`config.mk`:
```
export PLATFORM = sky130hd
export DESIGN_NAME = kbs_ram
export DESIGN_NICKNAME = d
export VERILOG_FILES = /design/src/hdl/kbs_ram.sv
export SDC_FILE = /design/constraint.sdc
export NUM_CORES = 1
export LEC_CHECK = 0
export ABC_CLOCK_PERIOD_IN_PS = 2100
export BUFFER_PORTS_ARGS = -buffer_cell sky130_fd_sc_hd__buf_2
export CAP_MARGIN = 30
export CORE_UTILIZATION = 65
export CTS_BUF_LIST = sky130_fd_sc_hd__clkbuf_2
export CTS_CLUSTER_DIAMETER = 30
export DETAILED_ROUTE_END_ITERATION = 16
export PLACE_DENSITY = 0.91
export SLEW_MARGIN = 20
export SYNTH_ARGS = -nofsm -noshare
export SYNTH_HDL_FRONTEND = slang
export SYNTH_SLANG_ARGS = --single-unit
```
`constraint.sdc`:
```
create_clock -name clk -period 2.1 [get_ports clk]
set_clock_uncertainty 0.05 [all_clocks]
set_input_delay 0.105 -clock clk [delete_from_list [all_inputs] [get_ports clk]]
set_output_delay 0.105 -clock clk [all_outputs]
set_load 0.005 [all_outputs]
```
`src/hdl/kbs_ram.sv`:
```
// kbs_ram: generic single write port memory with registered read
// depends on nothing

module kbs_ram #(
    parameter int W = 8,
    parameter int D = 64
) (
    input  logic                                 clk,
    input  logic                                 we,
    input  logic [((D > 1) ? $clog2(D) : 1)-1:0] waddr,
    input  logic [W-1:0]                         wdata,
    input  logic [((D > 1) ? $clog2(D) : 1)-1:0] raddr,
    output logic [W-1:0]                         rdata
);

    logic [W-1:0] mem [D];

    always_ff @(posedge clk)
    begin
        if (we)
        begin
            mem[waddr] <= wdata;
        end
        rdata <= mem[raddr];
    end

endmodule

```
# == After elaboration in Yosys (flattened, before gate mapping) ==
# Memory sizes are Yosys's and may differ from the RTL's. A register that Yosys moved wholly into a read port is not among the register bits.
# Index checks and enable logic that the tools add are counted.
# W data, S select, Z words.
# totals
n_memories,1
register_bits,0
input_bits,22
ram_bits,512
wordCells,3
output_inout_bits,8
# classes
mux,2
# memory_table
memory,depth,width,rd,rd_clocked_by_memory_dff,write_ports,line,text
mem,64,8,1,1,1,16,logic [W-1:0] mem [D];
# ops
cell,n
$mux W1,2

# == Depth between registers and ports, before layout ==
# depth
word_depth,2
ltp_mapped,9
depth_no_buf,5

# == Worst setup path after synthesis ==
# Ideal clock, no wire load.
# synth_timing
path_kind,input to register
from,input port raddr[1] in the netlist's numbering
to,"register rdata[3], read port of mem"
setup_ns,0.128
n_path_buf,3
cell_stages,7
arrival_time_ns,1.645
slack_ns,0.277
t_required_ns,1.922
cell_sequence,buf_4 -> buf_2 -> buf_2 -> mux4_2 -> mux4_2 -> o21ai_1 -> o41ai_1
# synth_rtl
item,line,text
from (decl),12,"input logic [((D > 1) ? $clog2(D) : 1)-1:0] raddr,"
to (decl),13,output logic [W-1:0] rdata

==> reports/results.txt <==
insertion delay to the later sink of the worst-skew pair: 1.07 ns
endpoint arrival time on the critical path: 2.92 ns
synthesized area per cell: 21.5 µm²
Setup Viol. Count Final: 0
row count: 64
slew margin rel.: 49.5%
Mapped Cells: 940
DR pass1 iterations: 7
crit-path cells: mux4_2 > mux2_2 > o221a_2 > nor3_4 > o32ai_1
post-synthesis cell area: 20200 µm²
Post-synth top cells: edfxtp_1 (512), mux4_2 (126), nor2_1 (83), mux2i_1 (23), nand2_1 (19)
Max-cap violations: 0
I/O pin cnt: 30
dpl cells: 1460
critical path capture point type: flop
number of buffers added on ports: 29
CORE AREA: 30600 µm²
first-pass GRT wire length: 74400 µm
kind of critical path: flop to flop
Final Critical Period: 2.09 ns
Final Cycle Share: 99.7%
Die Wd: 178 µm
synthesized flop and latch total: 520
actual slew at the worst max-slew pin: 0.757 ns
Hold WC Path Type: primary input to flop
fraction of layout instances using a drive strength above 1: 38.8%
CP Data Required Time: 2.93 ns
largest cells by area after synthesis: edfxtp_1 (76%), mux4_2 (14%), nor2_1 (1.5%)
fmax: 478 MHz
Main synth FF type: edfxtp_1
ANT nets after route: 0
cell taking the most area after synthesis: edfxtp_1
yosys warns: 0
Layout fillers: 1534
top cell family by delay on the critical path: multiplexers
Final Wtd Congestion: 0.874
static leakage: 7.83 nW
Clock Path Buffers: 3
Power Density: 830 nW/µm²
vias in the first global route: 11800
CTS tree: built
worst path bufs/invs: 0
hold_ws: 0.0924 ns
slowest stage cell, crit path: mux4_2
Distinct cells, synth: 40
htree depth: 3
Fin. Hold Viols: 0
syn_nets: 962
Global Route Usage Sum: 33.5%
Slew Viols, Final: 0
# nets final: 1234
synthesis-to-layout area growth: 14.8%
async set or reset register ratio after synthesis: 0%
RSZ-0062 raised after global routing: no
Critical Path Max Stage Delay: 0.51 ns
Critical Path Fanout Max: 1
Die Area: 31700 µm²
sequential area share after synthesis: 77.0%
peak supply drop: 446 µV
number of CTS-inserted buffers: 118
via count: 11600
# DRC: 0
post-route insts no fill: 1701
Root Driver: clkbuf_2
TritonCTS Sinks: 520
post-synth top area share: 76.2%
Design Power: 19.2 mW
Worst setup SP type: flop
HPWL after DPL: 29900 µm
total length of routed wires: 50800 µm
Vias/cell: 6.81
die height: 178 µm
most common cell in the netlist: edfxtp_1
drt wl/cell: 29.9 µm
status: finished clean
DR iter-0 viols: 2002
EDFF count, synth: 512
initial antenna violation count: 1
gr ovfl total: 0
CTS clk-pin slew, worst paths: 0.13 ns
largest net degree at the start of global routing: 65
Initial Util: 65.9%
final timing paths:
check                          to                  from  depth (start not counted)  slack (ns)
min reg2reg      rdata[4]$_DFF_P_  mem[30][4]$_DFFE_PP_                          3        0.82
max              rdata[6]$_DFF_P_  mem[24][6]$_DFFE_PP_                          5       0.006
min          mem[17][1]$_DFFE_PP_              wdata[1]                          2        0.09
max reg2reg      rdata[6]$_DFF_P_  mem[24][6]$_DFFE_PP_                          5       0.006
power breakdown:
group / leakage [nW] / switching, mW / internal, mW
clock network: 0.831 / 3.97 / 2.48
logic: 2.32 / 0.729 / 0.525
registers: 4.67 / 0.0473 / 11.5
total: 7.83 / 4.75 / 14.5
state kept, by name, summed over array words and instances, names as in the netlist:
register  cells
rdata         8
mem         512
area by class of cell:
cell class,instances,area [µm²],area share [%]
antenna,2,5.00,0.0216
clock buffer,173,866,3.74
clock inverter,38,223,0.962
multi-input combinational,369,4340,18.7
sequential,520,15500,67.1
tap,396,495,2.14
timing repair buffer,203,1690,7.28
layer usage:
metal	global-route usage, %	routed length, µm	vias to the layer above
li1	-	-	4533
met1	44.8	16900	5735
met2	51.6	24100	1097
met3	8.95	6980	218
met4	17.3	2830	0
met5	0	0	-
metrics by stage:
stage / utilization [%] / setup TNS, ns / setup slack (ns) / area, µm²
6_report: 75.7 / 0 / 0.00628 / 23100
5_1_grt: 75.7 / 0 / 0.0317 / 23100
4_1_cts: 75.6 / 0 / 0.0112 / 23100
3_5_place_dp: 71.1 / -0.521 / -0.121 / 21800
3_3_place_gp: 71.1 / -0.147 / -0.0775 / 21800
2_1_floorplan: - / 0 / 0.277 / 20200
placed cells by master, fill, tap and decap left out, types with 6 or more instances in the layout:
cell and n:
edfxtp_1 512, clkbuf_2 173, buf_4 136, mux4_2 126, nor2_1 83, dlygate4sd3_1 28, buf_2 26, clkinv_1 25
mux2i_1 23, nand2_1 19, nor2b_1 14, mux2_2 13, nand3_1 13, buf_12 12, o221ai_1 8, o22ai_1 8
dfxtp_1 8, nand2b_1 7, a221oi_1 6, clkinv_2 6
cell families (layout without fill, tap and decap cells):
logic type	after synthesis	in the layout	share of synthesized area, %
other	0	2	0
buffers and inverters	51	414	1.57
DFF	520	520	77.0
and+or+nand+nor	153	153	3.39
muxes	162	162	15.9
AOI/OAI and AO/OA	54	54	2.07
what timing repair did:
item,4_1_cts,5_1_grt
endpoints found under the hold margin,1014,0
setup endpoints to repair,1,3
resized for setup,2,3
pin swaps,0,1
setup buffers,0,0
hold buffers,28,0
No activity file was read; power rests on OpenSTA's default activity.
