### config.mk
export PLATFORM = sky130hd
export DESIGN_NAME = kbs_div
export DESIGN_NICKNAME = d
export VERILOG_FILES = /design/src/hdl/kbs_div.sv
export SDC_FILE = /design/constraint.sdc
export NUM_CORES = 1
export LEC_CHECK = 0
export BUFFER_PORTS_ARGS = -buffer_cell sky130_fd_sc_hd__buf_4
export CAP_MARGIN = 10
export CORE_MARGIN = 10
export CORE_UTILIZATION = 53
export DETAILED_ROUTE_END_ITERATION = 8
export PLACE_DENSITY = 0.83
export SLEW_MARGIN = 20
export SYNTH_ARGS = -nofsm -noshare
export SYNTH_HDL_FRONTEND = slang
export SYNTH_SLANG_ARGS = --single-unit
export TNS_END_PERCENT = 30
### constraint.sdc
create_clock -name clk -period 2.96 [get_ports clk]
set_input_delay 0.148 -clock clk [delete_from_list [all_inputs] [get_ports clk]]
set_output_delay 0.148 -clock clk [all_outputs]
set_load 0.005 [all_outputs]
### src/hdl/kbs_div.sv
// kbs_div: restoring divider, one quotient bit per cycle, numerator below denominator
// depends on nothing

module kbs_div #(
    parameter int NW = 39,
    parameter int QW = 16
) (
    input  logic          clk,
    input  logic          rst_n,
    input  logic          go,
    input  logic [NW-1:0] num,
    input  logic [NW-1:0] den,
    output logic          fin,
    output logic [QW-1:0] quo
);

    localparam int CW = $clog2(QW + 1);

    logic [NW:0]   rem_reg, rem_next;
    logic [NW-1:0] den_reg, den_next;
    logic [QW-1:0] quo_reg, quo_next;
    logic [CW-1:0] cnt_reg, cnt_next;
    logic          run_reg, run_next;
    logic          fin_reg, fin_next;
    logic [NW:0]   dbl;

    always_comb
    begin
        rem_next = rem_reg;
        den_next = den_reg;
        quo_next = quo_reg;
        cnt_next = cnt_reg;
        run_next = run_reg;
        fin_next = 1'b0;
        dbl      = {rem_reg[NW-1:0], 1'b0};
        if (go)
        begin
            rem_next = {1'b0, num};
            den_next = den;
            quo_next = '0;
            cnt_next = '0;
            run_next = 1'b1;
        end
        else if (run_reg)
        begin
            if (dbl >= {1'b0, den_reg})
            begin
                rem_next = dbl - {1'b0, den_reg};
                quo_next = {quo_reg[QW-2:0], 1'b1};
            end
            else
            begin
                rem_next = dbl;
                quo_next = {quo_reg[QW-2:0], 1'b0};
            end
            cnt_next = cnt_reg + 1'b1;
            if (cnt_reg == CW'(QW - 1))
            begin
                run_next = 1'b0;
                fin_next = 1'b1;
            end
        end
    end

    always_ff @(posedge clk or negedge rst_n)
    begin
        if (!rst_n)
        begin
            run_reg <= 1'b0;
            fin_reg <= 1'b0;
            cnt_reg <= '0;
        end
        else
        begin
            run_reg <= run_next;
            fin_reg <= fin_next;
            cnt_reg <= cnt_next;
        end
    end

    always_ff @(posedge clk)
    begin
        rem_reg <= rem_next;
        den_reg <= den_next;
        quo_reg <= quo_next;
    end

    assign fin = fin_reg;
    assign quo = quo_reg;

endmodule

# [After elaboration in Yosys (flattened, before gate mapping)]
# Index checks and enable logic that the tools add are counted.
[word_totals] word_cells=23 ff_bits=101 inputBits=81
[classes] n_reduce_logical=1 eq_ne=1 order_cmp=1 add_sub_neg=2 mux=12
[ops] op="two-way mux 39 bit" n=3
[ops] op="greater-or-equal comparator 40 x 39 -> 1 bit" n=1
[ops] op="subtractor 39 bit" n=1
[ops] op="two-way mux 5 bit" n=2
[ops] op="two-way mux 1 bit" n=7
[ops] op="adder 5 x 1 -> 5 bit (second input constant)" n=1
[ops] op="== test 5 x 4 -> 1 bit (second input constant)" n=1
[ops] op="nonzero test 2 bit" n=1

# [Longest topological paths before layout]
[logic_depth] ltp_word=4 ltp_mapped=14

# [Least setup slack after synthesis]
# Ideal clock, no wire load.
[synth_path] path_type="flip-flop to flip-flop" from="register rem_reg[0]" to="register rem_reg[26] (data pin)" required_time_ns=2.694 path_slack_ns=0.021 arrival_time_ns=2.673 stages_incl_launch_ff=10 setup_time_ns=0.266 cell_sequence="edfxtp_1 -> fa_1 -> a211oi_1 -> o21ai_2 -> a211o_1 -> a221oi_2 -> o21ai_0 -> a221oi_1 -> nand3_1 -> nor4bb_1"
[synth_between] elab_chain_len=4
[synth_rtl] element="from (decl)" line="19" text="logic [NW:0] rem_reg, rem_next;"
[synth_rtl] element="from (signal assigned)" line="83" text="rem_reg <= rem_next;"
[synth_rtl] element="subtractor 39 bit / greater-or-equal comparator 40 x 39 -> 1 bit (equally long branches)" line="48, 46"
[synth_rtl] element="two-way mux 39 bit (*)" line="46" text="if (dbl >= {1'b0, den_reg})"
[synth_rtl] element="two-way mux 39 bit (*)" line="44" text="else if (run_reg)"
[synth_rtl] element="two-way mux 39 bit (*)" line="36" text="if (go)"
[synth_rtl] element="named net rem_next[26]" line="19"
# Mark *: on every way through the listed nets, which the timed path passes. The rest lies on a longest branch. The select of a mux whose other input is x is not followed.
# A chain may end at the register's enable or synchronous reset.

# [Final worst setup path]
[layout_path] from="register rem_reg[20]" to="register rem_reg[34] (data pin)"
# The elaborated chain is that of the path after synthesis.

==> key figures <==
Finish
  • Final standard cell area without fillers: 0.00969 sq mm
  • Share of post-route cells with drive strength above 1: 33.6%
  • Fill count: 771
  • Diode count: 0
  • Sequential cell area: 0.00284 sq mm
  • Net count of the finished layout: 1090
  • Area used by multi-input combinational logic: 0.00393 sq mm
  • Commonest non-fill, non-tap cell in the layout: buf_4
  • Relative area change from synthesis to final layout: 46.0%
  • Most frequent cells in the layout: buf_4, nor2_1, edfxtp_1

Run status
  • Violations in the final reports: setup timing
  • Result of the run: finished, violations left

Critical path
  • Worst path arrival time: 3.21 ns
  • Endpoint class of the critical path: flop
  • Category of the worst setup path launch point: flop
  • Cell type group with the largest total delay on the critical path: compound AO/OA/AOI/OAI gates
  • Reg-to-Reg Start: rem_reg[20]$_DFFE_PP_
  • Slowest cell delay on critical path: 0.53 ns
  • Cell-by-cell listing of the critical path: ha_4, a211oi_2, o21ai_1, a31oi_2, o21ai_2, a2111o_1, or2_4, or3_1, and4bb_1
  • Slack of the worst reg-to-reg path: -0.13 ns
  • R2R Path End: rem_reg[34]$_DFFE_PP_
  • Type of the setup path with the least slack: reg -> reg
  • Crit Path Max Fanout: 6
  • Buf/Inv on CP: 0
  • Crit path required time: 3.07 ns
  • Slowest-stage cell, CP: a2111o_1
  • Logic depth of the worst register-to-register path: 9

Detailed routing
  • Via Count: 6587
  • Antenna Nets Post-Route: 0
  • Via density per instance: 5.78
  • Wirelength per Cell: 19.1 um
  • DRC Markers: 0
  • Total length of routed wires: 21.8 mm
  • Number of DRC markers after the initial detailed-route iteration: 602
  • Number of optimization iterations in the first detailed-route pass: 5

Placed design
  • Placement Setup Slack: -0.300 ns
  • Dpl cell area: 0.00829 sq mm
  • Detail Placement HPWL: 14.8 mm
  • Gp weighted congestion: 0.923
  • Buffers on Ports: 97

Logic synthesis
  • Synth unique cells: 72
  • Number of warning messages in the yosys log: 0
  • Ranking of synthesized cells by area: edfxtp_1, ha_1, nor2_1, dfxtp_1, nand2_1
  • Avg Synthesized Cell Area: 9.29 sq um
  • Syn Inst Count: 714
  • Number of synthesized flops with an enable pin: 78
  • Cell area after technology mapping: 0.00663 sq mm
  • Cell type with the largest total area after synthesis: edfxtp_1
  • Area share of the largest cell type after synthesis: 35.3%
  • Synth Register Bits: 101
  • Prevailing post-synth register cell: edfxtp_1
  • Sequential element share of the synthesized area: 42.8%
  • Syn nets: 837
  • Share of synthesized registers carrying an async set or reset: 6.93%

Floorplanning
  • Overall die width: 132 um
  • Placeable core region: 0.0121 sq mm
  • Rows: 40
  • Total die area: 0.0174 sq mm
  • Floorplan die height: 132 um
  • Boundary pin count: 98
  • Initial Utilization: 54.8%

Power
  • Final Power: 9.63 mW
  • Leak: 4.32 nW
  • Pwr per Cell Area: 994 mW/mm^2
  • Peak VDD IR: 0.628 mV

Timing
  • Count of pins over their slew limit: 0
  • Worst Skew: 0.00790 ns
  • Setup slack of the critical path after layout: -0.134 ns
  • Hold Vio Cnt, Final: 0
  • Unrepaired setup endpoints after global routing: yes
  • Peak clock frequency supported by timing: 323 MHz
  • Setup_tns: -0.577 ns
  • Final setup fails: 12
  • Actual slew at the worst max-slew pin: 0.595 ns
  • Relative slew slack: 60.3%
  • Fin crit period: 3.09 ns
  • Fin crit share: 105%

Min path
  • Instance count along the most critical hold path: 3
  • Worst Min Path Start: num[0]
  • Class of the tightest hold or removal check: in -> reg
  • Hold Crit Endpoint: rem_reg[0]$_DFFE_PP_

Clocking
  • Clock sinks: 101
  • Root buf cell: clkbuf_16
  • Clock tree buffer depth: 2
  • Clock network latency to the later pin of the worst-skew pair: 0.36 ns
  • Clock tree from TritonCTS: done
  • Register clock-pin slew on the reported worst setup and hold paths: 0.08 ns
  • Maximum level of the CTS H-tree: 3
  • Number of CTS-inserted buffers: 9

Global route
  • Met1 Track Usage GR: 26.5%
  • First-pass GRT wire length: 34.4 mm
  • Busiest layer in global routing: met2
  • Met2 routing resource usage after global routing: 43.5%
  • Number of antenna violations at the first check in global routing: 0
  • Congestion Overflow GR: 0
  • Fraction of met3 tracks used by global routing: 4.84%
  • Maximum number of pins on one net before global-route repair: 41
  • Global Route Usage Sum: 23.7%
  • Via count of the first global-routing pass: 6905

Run
  • Max-cap viol count: 0
==> through the flow <==
step	hold WS, ns	utilization [%]	std cells
2_1_floorplan	-0.148	-	714
3_3_place_gp	-0.0391	68.5	1060
3_5_place_dp	-0.0362	68.5	1060
4_1_cts	0.0707	76.9	1126
5_1_grt	0.0970	80.0	1140
6_report	0.0708	80.0	1140
==> cells in the mapped netlist (all sizes together) (6+ instances only) <==
library cell  count
mux2i            21
nor4b             6
xnor2            14
nand2            73
a31oi            21
or2               7
a211oi           10
or3               7
o211ai            9
nand3            13
nand4             9
buf              14
a21oi            45
dfxtp            16
inv              51
a21o             18
o21ai            35
dfrtp             7
edfxtp           78
clkbuf           21
and3              8
nor2             90
ha               41
nor3             17
xor2             12
==> cell type report <==
class | count | share of cell area [%]
tap | 168 | 2.17
clock buffer | 11 | 2.62
sequential | 101 | 29.3
timing repair buffer | 275 | 23.0
clock inverter | 5 | 0.387
inverter | 51 | 1.98
multi-input combinational | 529 | 40.6
==> how the worst max path moves through the flow <==
stage,start,endpoint,slack (ns),depth (start not counted)
floorplan,rem_reg[0]$_DFFE_PP_,rem_reg[26]$_DFFE_PP_,0.02,9
global placement,rem_reg[7]$_DFFE_PP_,rem_reg[35]$_DFFE_PP_,-0.23,10
detailed placement,rem_reg[0]$_DFFE_PP_,rem_reg[26]$_DFFE_PP_,-0.30,10
CTS,rem_reg[20]$_DFFE_PP_,rem_reg[34]$_DFFE_PP_,-0.04,9
global route,rem_reg[20]$_DFFE_PP_,rem_reg[34]$_DFFE_PP_,-0.17,9
finish,rem_reg[20]$_DFFE_PP_,rem_reg[34]$_DFFE_PP_,-0.13,9
==> timing repair <==
item                                    4_1_cts  5_1_grt
hold buffers                                 40        0
cloned                                        2        0
resized for setup                            43       50
endpoints found under the setup margin       39       36
pin swaps                                    14       35
buffers inserted                              8       15
hold endpoints to repair                     46        0
==> logic make-up after synthesis <==
kind of cell,synth area share [%]
multiplexers,3.34
AO/OA/AOI/OAI,19.3
buffers and inverters,5.51
adder cells (fa/ha/maj),8.03
flip-flops,42.8
AND/OR/NAND/NOR,17.6
XOR/XNOR,3.43
==> where the power goes <==
group	leakage, nW	switching [mW]	internal (mW)
clock network	0.146	0.570	0.632
registers	1.01	0.256	1.96
logic	3.16	3.16	3.06
total	4.32	3.98	5.64
==> routing by layer <==
layer | wire length [um] | vias up
met5 | 0 | -
met4 | 485 | 0
met3 | 1280 | 50
met2 | 11500 | 249
met1 | 8580 | 3173
li1 | - | 3115
==> worst min-delay path: cells and delay by family <==
| kind | cells | cell delay, ns |
|---|---|---|
| simple gates | 1 | 0.04 |
| buf+inv | 1 | 0.08 |
| compound gates | 1 | 0.05 |
Note: power is estimated with default switching activity, not from simulation.
